--- config.mk ---
export PLATFORM = sky130hd
export DESIGN_NAME = longest_ones_with_k_flips_unit
export DESIGN_NICKNAME = d
export VERILOG_FILES = /design/src/rtl/core/lowkf_pkg.sv /design/src/rtl/core/lowkf_zero_queue.sv /design/src/rtl/core/longest_ones_with_k_flips_unit.sv
export SDC_FILE = /design/constraint.sdc
export NUM_CORES = 2
export LEC_CHECK = 0
export BUFFER_PORTS_ARGS = -buffer_cell sky130_fd_sc_hd__buf_2
export CORE_AREA = 5 5 820 822
export DETAILED_ROUTE_END_ITERATION = 8
export DIE_AREA = 0 0 825 827
export SLEW_MARGIN = 40
export SYNTH_ARGS = -nofsm -noshare
export SYNTH_HDL_FRONTEND = slang
export SYNTH_SLANG_ARGS = --single-unit
--- constraint.sdc ---
create_clock -name clk -period 8.5 [get_ports clk]
set_input_delay 1.7 -clock clk [delete_from_list [all_inputs] [get_ports clk]]
set_output_delay 1.7 -clock clk [all_outputs]
set_load 0.01 [all_outputs]
--- src/rtl/core/lowkf_pkg.sv ---
// ----------------------------------------------------------------------------
// lowkf_pkg
// Shared widths, defaults and the zero-queue control word.
// ----------------------------------------------------------------------------
package lowkf_pkg;

  localparam int unsigned MAX_LEN_DEFAULT    = 32'd65535;
  localparam int          ZERO_DEPTH_DEFAULT = 256;
  localparam int          FLIPS_W            = 8;
  localparam int          LEN_W              = 16;

  typedef struct packed {
    logic step;   // a word was accepted this cycle
    logic push;   // that word is a zero
    logic clear;  // that word closes the array
  } qctrl_t;

endpackage

--- src/rtl/core/lowkf_zero_queue.sv ---
// ----------------------------------------------------------------------------
// lowkf_zero_queue
// Circular queue of zero positions with the oldest entry held in a register
// and the one after it prefetched from the memory, so a push and a pop can
// both happen every cycle.
// ----------------------------------------------------------------------------
module lowkf_zero_queue #(
  parameter int DEPTH = lowkf_pkg::ZERO_DEPTH_DEFAULT,
  parameter int POS_W = lowkf_pkg::LEN_W
) (
  input  logic                         clk,
  input  logic                         rst,
  input  lowkf_pkg::qctrl_t            ctrl,
  input  logic [POS_W-1:0]             push_value,
  input  logic [lowkf_pkg::FLIPS_W-1:0] flip_limit,
  output logic                         pop,
  output logic [POS_W-1:0]             oldest
);

  localparam int IDX_W = (DEPTH > 1) ? $clog2(DEPTH) : 1;
  localparam int CNT_W = $clog2(DEPTH + 1);
  localparam int LIM_W = (CNT_W > lowkf_pkg::FLIPS_W) ? CNT_W : lowkf_pkg::FLIPS_W;

  logic [POS_W-1:0] mem [DEPTH];
  logic [IDX_W-1:0] head, head_next;
  logic [CNT_W-1:0] count, count_next;
  logic [POS_W-1:0] head_pos, head_pos_next;
  logic [POS_W-1:0] rd_data;

  logic [CNT_W-1:0] cnt_push;
  logic [LIM_W-1:0] limit;
  logic [IDX_W:0]   slot_sum;
  logic [IDX_W-1:0] slot;
  logic [IDX_W-1:0] head_inc;
  logic [IDX_W-1:0] rd_addr;

  always_comb begin
    cnt_push = count + CNT_W'(ctrl.push);
    if (LIM_W'(flip_limit) > LIM_W'(DEPTH - 1)) begin
      limit = LIM_W'(DEPTH - 1);
    end else begin
      limit = LIM_W'(flip_limit);
    end
    pop = ctrl.step && (LIM_W'(cnt_push) > limit);

    slot_sum = (IDX_W+1)'(head) + (IDX_W+1)'(count);
    if (slot_sum >= (IDX_W+1)'(DEPTH)) begin
      slot = IDX_W'(slot_sum - (IDX_W+1)'(DEPTH));
    end else begin
      slot = slot_sum[IDX_W-1:0];
    end

    // empty queue: the zero pushed now is the oldest one
    oldest = (count == '0) ? push_value : head_pos;

    head_inc = (head == IDX_W'(DEPTH - 1)) ? '0 : head + IDX_W'(1);

    if (ctrl.clear) begin
      head_next  = '0;
      count_next = '0;
    end else if (ctrl.step) begin
      head_next  = pop ? head_inc : head;
      count_next = cnt_push - CNT_W'(pop);
    end else begin
      head_next  = head;
      count_next = count;
    end

    head_pos_next = head_pos;
    if (pop) begin
      head_pos_next = (count >= CNT_W'(2)) ? rd_data : push_value;
    end else if (ctrl.push && count == '0) begin
      head_pos_next = push_value;
    end

    // prefetch the entry behind the next head
    rd_addr = (head_next == IDX_W'(DEPTH - 1)) ? '0 : head_next + IDX_W'(1);
  end

  always_ff @(posedge clk) begin
    if (rst) begin
      head  <= '0;
      count <= '0;
    end else begin
      head  <= head_next;
      count <= count_next;
    end
  end

  always_ff @(posedge clk) begin
    head_pos <= head_pos_next;
  end

  always_ff @(posedge clk) begin
    if (ctrl.push) begin
      mem[slot] <= push_value;
    end
    if (ctrl.push && slot == rd_addr) begin
      rd_data <= push_value;
    end else begin
      rd_data <= mem[rd_addr];
    end
  end

endmodule

--- src/rtl/core/longest_ones_with_k_flips_unit.sv ---
// ----------------------------------------------------------------------------
// longest_ones_with_k_flips_unit
// Longest window of a bit stream holding at most max_flips zeros.
// ----------------------------------------------------------------------------
// channel  direction  handshake              payload
// input    in         in_valid / in_ready    bit_value, is_last
// result   out        out_valid / out_ready  longest_length
// config   in         max_flips_we           max_flips
//
// One word per cycle while in_ready is high; the result word is registered as the
// last word is accepted. The zero queue keeps its oldest entry in a register and
// prefetches the next from its memory, so one push and one pop fit each cycle.
// in_ready drops only while a finished result waits and out_ready is low.
// Reset (synchronous) clears all counters; the queue memory needs no clearing.
// ----------------------------------------------------------------------------
module longest_ones_with_k_flips_unit #(
  parameter int unsigned MAX_LEN    = lowkf_pkg::MAX_LEN_DEFAULT,
  parameter int          ZERO_DEPTH = lowkf_pkg::ZERO_DEPTH_DEFAULT
) (
  input  logic                          clk,
  input  logic                          rst,
  input  logic                          max_flips_we,
  input  logic [lowkf_pkg::FLIPS_W-1:0] max_flips,
  input  logic                          in_valid,
  output logic                          in_ready,
  input  logic                          bit_value,
  input  logic                          is_last,
  output logic                          out_valid,
  input  logic                          out_ready,
  output logic [lowkf_pkg::LEN_W-1:0]   longest_length
);

  localparam int POS_W = $clog2(64'(MAX_LEN) + 64'd1);

  logic [lowkf_pkg::FLIPS_W-1:0] flip_limit;
  logic [POS_W-1:0] position, position_next;
  logic [POS_W:0]   window_start, window_start_next;
  logic [POS_W-1:0] best_length, best_length_next;
  logic             out_valid_next;

  logic              accept;
  lowkf_pkg::qctrl_t qctrl;
  logic              pop;
  logic [POS_W-1:0]  oldest;
  logic [POS_W:0]    span;
  logic [POS_W-1:0]  len;
  logic [POS_W-1:0]  best_step;

  assign in_ready = !out_valid || out_ready;
  assign accept   = in_valid && in_ready;

  assign qctrl.step  = accept;
  assign qctrl.push  = accept && !bit_value;
  assign qctrl.clear = accept && is_last;

  lowkf_zero_queue #(
    .DEPTH (ZERO_DEPTH),
    .POS_W (POS_W)
  ) u_queue (
    .clk        (clk),
    .rst        (rst),
    .ctrl       (qctrl),
    .push_value (position),
    .flip_limit (flip_limit),
    .pop        (pop),
    .oldest     (oldest)
  );

  always_comb begin
    span = '0;
    if (pop) begin
      // window now starts just after the dropped zero
      len = (position > oldest) ? position - oldest : '0;
    end else if ((POS_W+1)'(position) >= window_start) begin
      span = (POS_W+1)'(position) - window_start + (POS_W+1)'(1);
      if (span > (POS_W+1)'(MAX_LEN)) begin
        len = POS_W'(MAX_LEN);
      end else begin
        len = span[POS_W-1:0];
      end
    end else begin
      len = '0;
    end
    best_step = (len > best_length) ? len : best_length;

    position_next     = position;
    window_start_next = window_start;
    best_length_next  = best_length;
    if (accept) begin
      if (is_last) begin
        position_next     = '0;
        window_start_next = '0;
        best_length_next  = '0;
      end else begin
        position_next = (position == POS_W'(MAX_LEN)) ? position : position + POS_W'(1);
        if (pop) begin
          window_start_next = (POS_W+1)'(oldest) + (POS_W+1)'(1);
        end
        best_length_next = best_step;
      end
    end

    if (accept && is_last) begin
      out_valid_next = 1'b1;
    end else if (out_ready) begin
      out_valid_next = 1'b0;
    end else begin
      out_valid_next = out_valid;
    end
  end

  always_ff @(posedge clk) begin
    if (rst) begin
      flip_limit   <= '0;
      position     <= '0;
      window_start <= '0;
      best_length  <= '0;
      out_valid    <= 1'b0;
    end else begin
      if (max_flips_we) begin
        flip_limit <= max_flips;
      end
      position     <= position_next;
      window_start <= window_start_next;
      best_length  <= best_length_next;
      out_valid    <= out_valid_next;
    end
  end

  always_ff @(posedge clk) begin
    if (accept && is_last) begin
      longest_length <= lowkf_pkg::LEN_W'(best_step);
    end
  end

endmodule

==> summary.txt <==
Outcome
  • Status: finished clean

Global routing
  • Pin count of the biggest net entering global routing: 178
  • Global route total overflow: 0
  • Global router's overall resource usage: 12.7%
  • Vias in the first global route: 81.8k
  • Antenna violations before repair: 23
  • Global routing usage on met2: 19.9%
  • Met3 GRT Util: 2.56%
  • Global routing's busiest layer: met2
  • Met1 capacity usage during global routing: 17.8%
  • First-pass GRT wire length: 635,000 microns

Floorplan
  • Initial Util: 24.9%
  • Number of rows in the core area: 300
  • Overall die area: 0.682 sq mm
  • Ports: 33
  • Vertical die dimension: 827 microns
  • Area of the core: 0.665 sq mm
  • Die Wd: 825 microns

Finish
  • Multi-input logic area: 0.0380 sq mm
  • Non-Filler Instances: 17.7k
  • Final layout net count: 8,542
  • Post-route design area: 0.193 sq mm
  • Sequential cell area: 0.126 sq mm
  • Fraction of final layout cells with drive strength greater than 1: 25.2%
  • Area overhead of the layout relative to synthesis: 16.7%
  • Total of fill cells in the finished design: 64.5k

CTS
  • Postcts setup bufs: 0
  • H-tree depth reported by CTS: 5
  • Quantity of gates resized following cts: 0
  • Insertion delay of the later-clocked pin in the worst-skew pair: 0.97 ns
  • Root buf cell: sky130_fd_sc_hd__clkbuf_16
  • Hold_buf cts: 0
  • Clock transition at the register clock pins on the worst setup and hold paths after CTS: 0.06 ns
  • Largest buffer count on any clock path: 4
  • TritonCTS Buffers: 420
  • CTS tree: yes
  • Number of clock sinks seen by CTS: 4,211

Detailed routing
  • Vias per Instance: 4.73
  • Antenna Nets Post-Route: 0
  • Total length of routed wires: 450,000 microns
  • # DRC: 0
  • Drt initial violations: 11.0k
  • DRT Pass-1 Iters: 7
  • Routed wirelength normalized by instance count: 25.4 microns
  • Via count: 83.6k

Critical path
  • CP Capture Type: register
  • End point of the critical path: best_length[9]
  • Critical path data required time: 9.38 ns
  • Setup slack of the worst register-to-register path: 2.06 ns
  • Worst-case reg-to-reg path depth: 20
  • Endpoint of the lowest-slack register-to-register path: best_length[5]
  • Startpoint class of the critical path: input pin
  • Largest fanout on the critical path: 8
  • Worst setup path startpoint: out_ready
  • Type of the worst setup path: input pin to register
  • Reg-to-reg critical path startpoint: u_queue.count[1]
  • Arrival time reported for the critical path endpoint: 7.80 ns

Synth
  • Combined area of all synthesized cells: 0.165 sq mm
  • Share of cell area taken by muxes after synthesis: 15.6%
  • Post-synth ARST share: 0%
  • Largest family of logic cells by synthesized area: multiplexers
  • Synthesized netlist net count: 8,057
  • Number of instances in the synthesized netlist: 7,944
  • Post-synthesis average cell area: 20.8 sq um
  • Most used DFF post-synth: sky130_fd_sc_hd__edfxtp_1
  • Cell type with the largest total area after synthesis: sky130_fd_sc_hd__edfxtp_1
  • Seq/Total Area, Yosys: 76.0%
  • Count of cell types in the netlist: 79
  • XOR/XNOR Fraction of Synth Area: 0.438%
  • Count of flip-flops with a built-in enable after synthesis: 4,128
  • Most used standard cells in the synthesized netlist: sky130_fd_sc_hd__edfxtp_1 (4,128), sky130_fd_sc_hd__mux4_2 (952), sky130_fd_sc_hd__nor2_1 (406), sky130_fd_sc_hd__mux2i_1 (405), sky130_fd_sc_hd__clkbuf_1 (188)
  • Cell with the most instances after synthesis: sky130_fd_sc_hd__edfxtp_1
  • Number of flip-flops and latches in the synthesized netlist: 4,211
  • Simple-gate portion of the synthesized area: 2.24%
  • Top post-synthesis cells by area: sky130_fd_sc_hd__edfxtp_1 (75%), sky130_fd_sc_hd__mux4_2 (13%), sky130_fd_sc_hd__mux2i_1 (2.5%)
  • Compound-gate portion of the synthesized area: 3.51%
  • Share of the synthesized area in the top cell type: 75.0%
  • Number of warnings printed during yosys synthesis: 0
  • Post-synthesis share of cell area spent on full adders, half adders and majority gates: 0.783%

Timing
  • Fmax: 145 MHz
  • Setup Total Neg Slack: 0 ns
  • Slew of the pin with the lowest slew margin: 0.990 ns
  • Hold slack: 0.455 ns
  • Post-layout min period: 6.91 ns
  • Period Utilization, post-route: 81.3%
  • Final setup viols: 0
  • Hold Violations, Final: 0
  • Final worst clock skew: 0.0523 ns
  • RSZ-0062 raised after global routing: false
  • Max-slew headroom: 33.7%
  • Count of final max-slew check failures: 0

Placed design
  • Number of buffers inserted by port buffering: 32
  • Final HPWL from detailed placement: 272,000 microns
  • Weighted congestion reported at the end of routability-driven placement: 0.858
  • Instance area after placement: 0.179 sq mm
  • Count of placed standard cells including taps: 16.9k

Min path
  • Worst hold-check path type: register to register

Pwr
  • Maximum resistive drop on vdd: 0.159 mV
  • Lkg Pwr: 61.4 nW
  • Total power density per cell area: 232 mW/mm^2
  • Power consumption: 44.7 mW

Job
  • Number of max-cap violations: 0
[metal layers]
layer	wire length, microns	part of all wire, %
met5	21	0.0047
met4	15400	3.4
met3	39800	8.9
met2	207000	46
met1	187000	42
[flip-flops by register name, indices dropped and copies added (netlist names), named ones only]
register / flops
window_start: 17
position: 16
flip_limit: 8
u_queue.count: 9
longest_length: 16
u_queue.head_pos: 16
best_length: 16
out_valid: 1
u_queue.mem: 4096
u_queue.head: 8
[cell type report]
type | instances | area share, %
antenna | 7 | 0.00908
clock buffer | 513 | 5.68
clock inverter | 248 | 1.29
inverter | 71 | 0.138
multi-input combinational | 3235 | 19.7
sequential | 4211 | 65.2
tap | 8909 | 5.78
timing repair buffer | 490 | 2.24
[through the flow]
| stage | utilization (%) | setup slack [ns] |
|---|---|---|
| finish | 29.0 | 1.59 |
| CTS | 29.0 | 1.70 |
| global placement | 26.8 | 0.434 |
| detailed placement | 26.9 | 0.710 |
| floorplan | - | 0.00441 |
| global route | 29.0 | 1.10 |
[cells by family after synthesis]
family | after synthesis
DFF | 4211
xor gates and xnor gates | 81
AOI/OAI and AO/OA | 841
adders and majority gates | 98
muxes | 1387
buffers and inverters | 498
and+or+nand+nor | 828
[cell usage in the layout (no fill, tap or decap), types with 25 or more instances in the layout]
cell type | synthesis | layout
sky130_fd_sc_hd__edfxtp_1 | 4128 | 4128
sky130_fd_sc_hd__mux4_2 | 952 | 952
sky130_fd_sc_hd__clkbuf_16 | 0 | 424
sky130_fd_sc_hd__mux2i_1 | 405 | 405
sky130_fd_sc_hd__buf_4 | 52 | 385
sky130_fd_sc_hd__nor2_1 | 406 | 318
sky130_fd_sc_hd__nand2_1 | 153 | 149
sky130_fd_sc_hd__o22ai_1 | 150 | 146
sky130_fd_sc_hd__a22oi_1 | 121 | 121
sky130_fd_sc_hd__a211oi_1 | 121 | 121
sky130_fd_sc_hd__clkinv_1 | 0 | 108
sky130_fd_sc_hd__o21ai_0 | 102 | 95
sky130_fd_sc_hd__ha_1 | 89 | 89
sky130_fd_sc_hd__clkbuf_1 | 188 | 88
sky130_fd_sc_hd__a21oi_1 | 86 | 85
sky130_fd_sc_hd__nand3_1 | 94 | 83
sky130_fd_sc_hd__inv_1 | 71 | 71
sky130_fd_sc_hd__nor2_2 | 0 | 64
sky130_fd_sc_hd__dfxtp_1 | 83 | 62
sky130_fd_sc_hd__clkinv_2 | 0 | 62
sky130_fd_sc_hd__buf_12 | 0 | 42
sky130_fd_sc_hd__xnor2_1 | 44 | 41
sky130_fd_sc_hd__bufinv_16 | 0 | 39
sky130_fd_sc_hd__o21ai_1 | 31 | 37
sky130_fd_sc_hd__xor2_1 | 35 | 34
sky130_fd_sc_hd__nor3_1 | 34 | 32
sky130_fd_sc_hd__buf_2 | 132 | 32
sky130_fd_sc_hd__mux2_2 | 30 | 30
sky130_fd_sc_hd__o211ai_1 | 28 | 28
sky130_fd_sc_hd__a22o_1 | 25 | 25
sky130_fd_sc_hd__buf_6 | 6 | 25
[power breakdown]
group	switching [mW]	internal (mW)
sequential	0.0780	22.6
combinational	2.14	1.64
clock	7.92	10.4
total	10.1	34.6
[critical path, stage by stage]
cell and delay, ns:
sky130_fd_sc_hd__buf_2 0.07, sky130_fd_sc_hd__nand2b_1 0.14, sky130_fd_sc_hd__nand2_1 0.09, sky130_fd_sc_hd__nor2_1 0.09, sky130_fd_sc_hd__buf_4 0.19, sky130_fd_sc_hd__ha_1 0.24
sky130_fd_sc_hd__ha_1 0.37, sky130_fd_sc_hd__nand3_4 0.13, sky130_fd_sc_hd__nor2_1 0.25, sky130_fd_sc_hd__xor2_1 0.20, sky130_fd_sc_hd__ha_1 0.29, sky130_fd_sc_hd__nand4_1 0.11
sky130_fd_sc_hd__or2_1 0.10, sky130_fd_sc_hd__o211ai_1 0.15, sky130_fd_sc_hd__a21oi_2 0.29, sky130_fd_sc_hd__buf_4 0.18, sky130_fd_sc_hd__nor3b_1 0.65, sky130_fd_sc_hd__a22oi_1 0.28
sky130_fd_sc_hd__inv_1 0.11, sky130_fd_sc_hd__ha_1 0.24, sky130_fd_sc_hd__o21ai_0 0.25, sky130_fd_sc_hd__o21ai_0 0.14, sky130_fd_sc_hd__o32ai_1 0.33, sky130_fd_sc_hd__nand2_1 0.11
sky130_fd_sc_hd__o21ai_1 0.14, sky130_fd_sc_hd__buf_4 0.17, sky130_fd_sc_hd__nor2b_1 0.54, sky130_fd_sc_hd__a22o_1 0.24
[how the worst min path moves through the flow]
stage                                 from                to  slack, ns  cells past startpoint
after floorplan           window_start[11]  window_start[11]       0.43                      2
after global placement     window_start[9]   window_start[9]       0.44                      2
after detailed placement   window_start[9]   window_start[9]       0.45                      2
after CTS                 window_start[13]  window_start[13]       0.46                      2
after global routing       window_start[9]   window_start[9]       0.49                      2
final                     window_start[13]  window_start[13]       0.45                      2
Note: power is estimated with default switching activity, not from simulation.
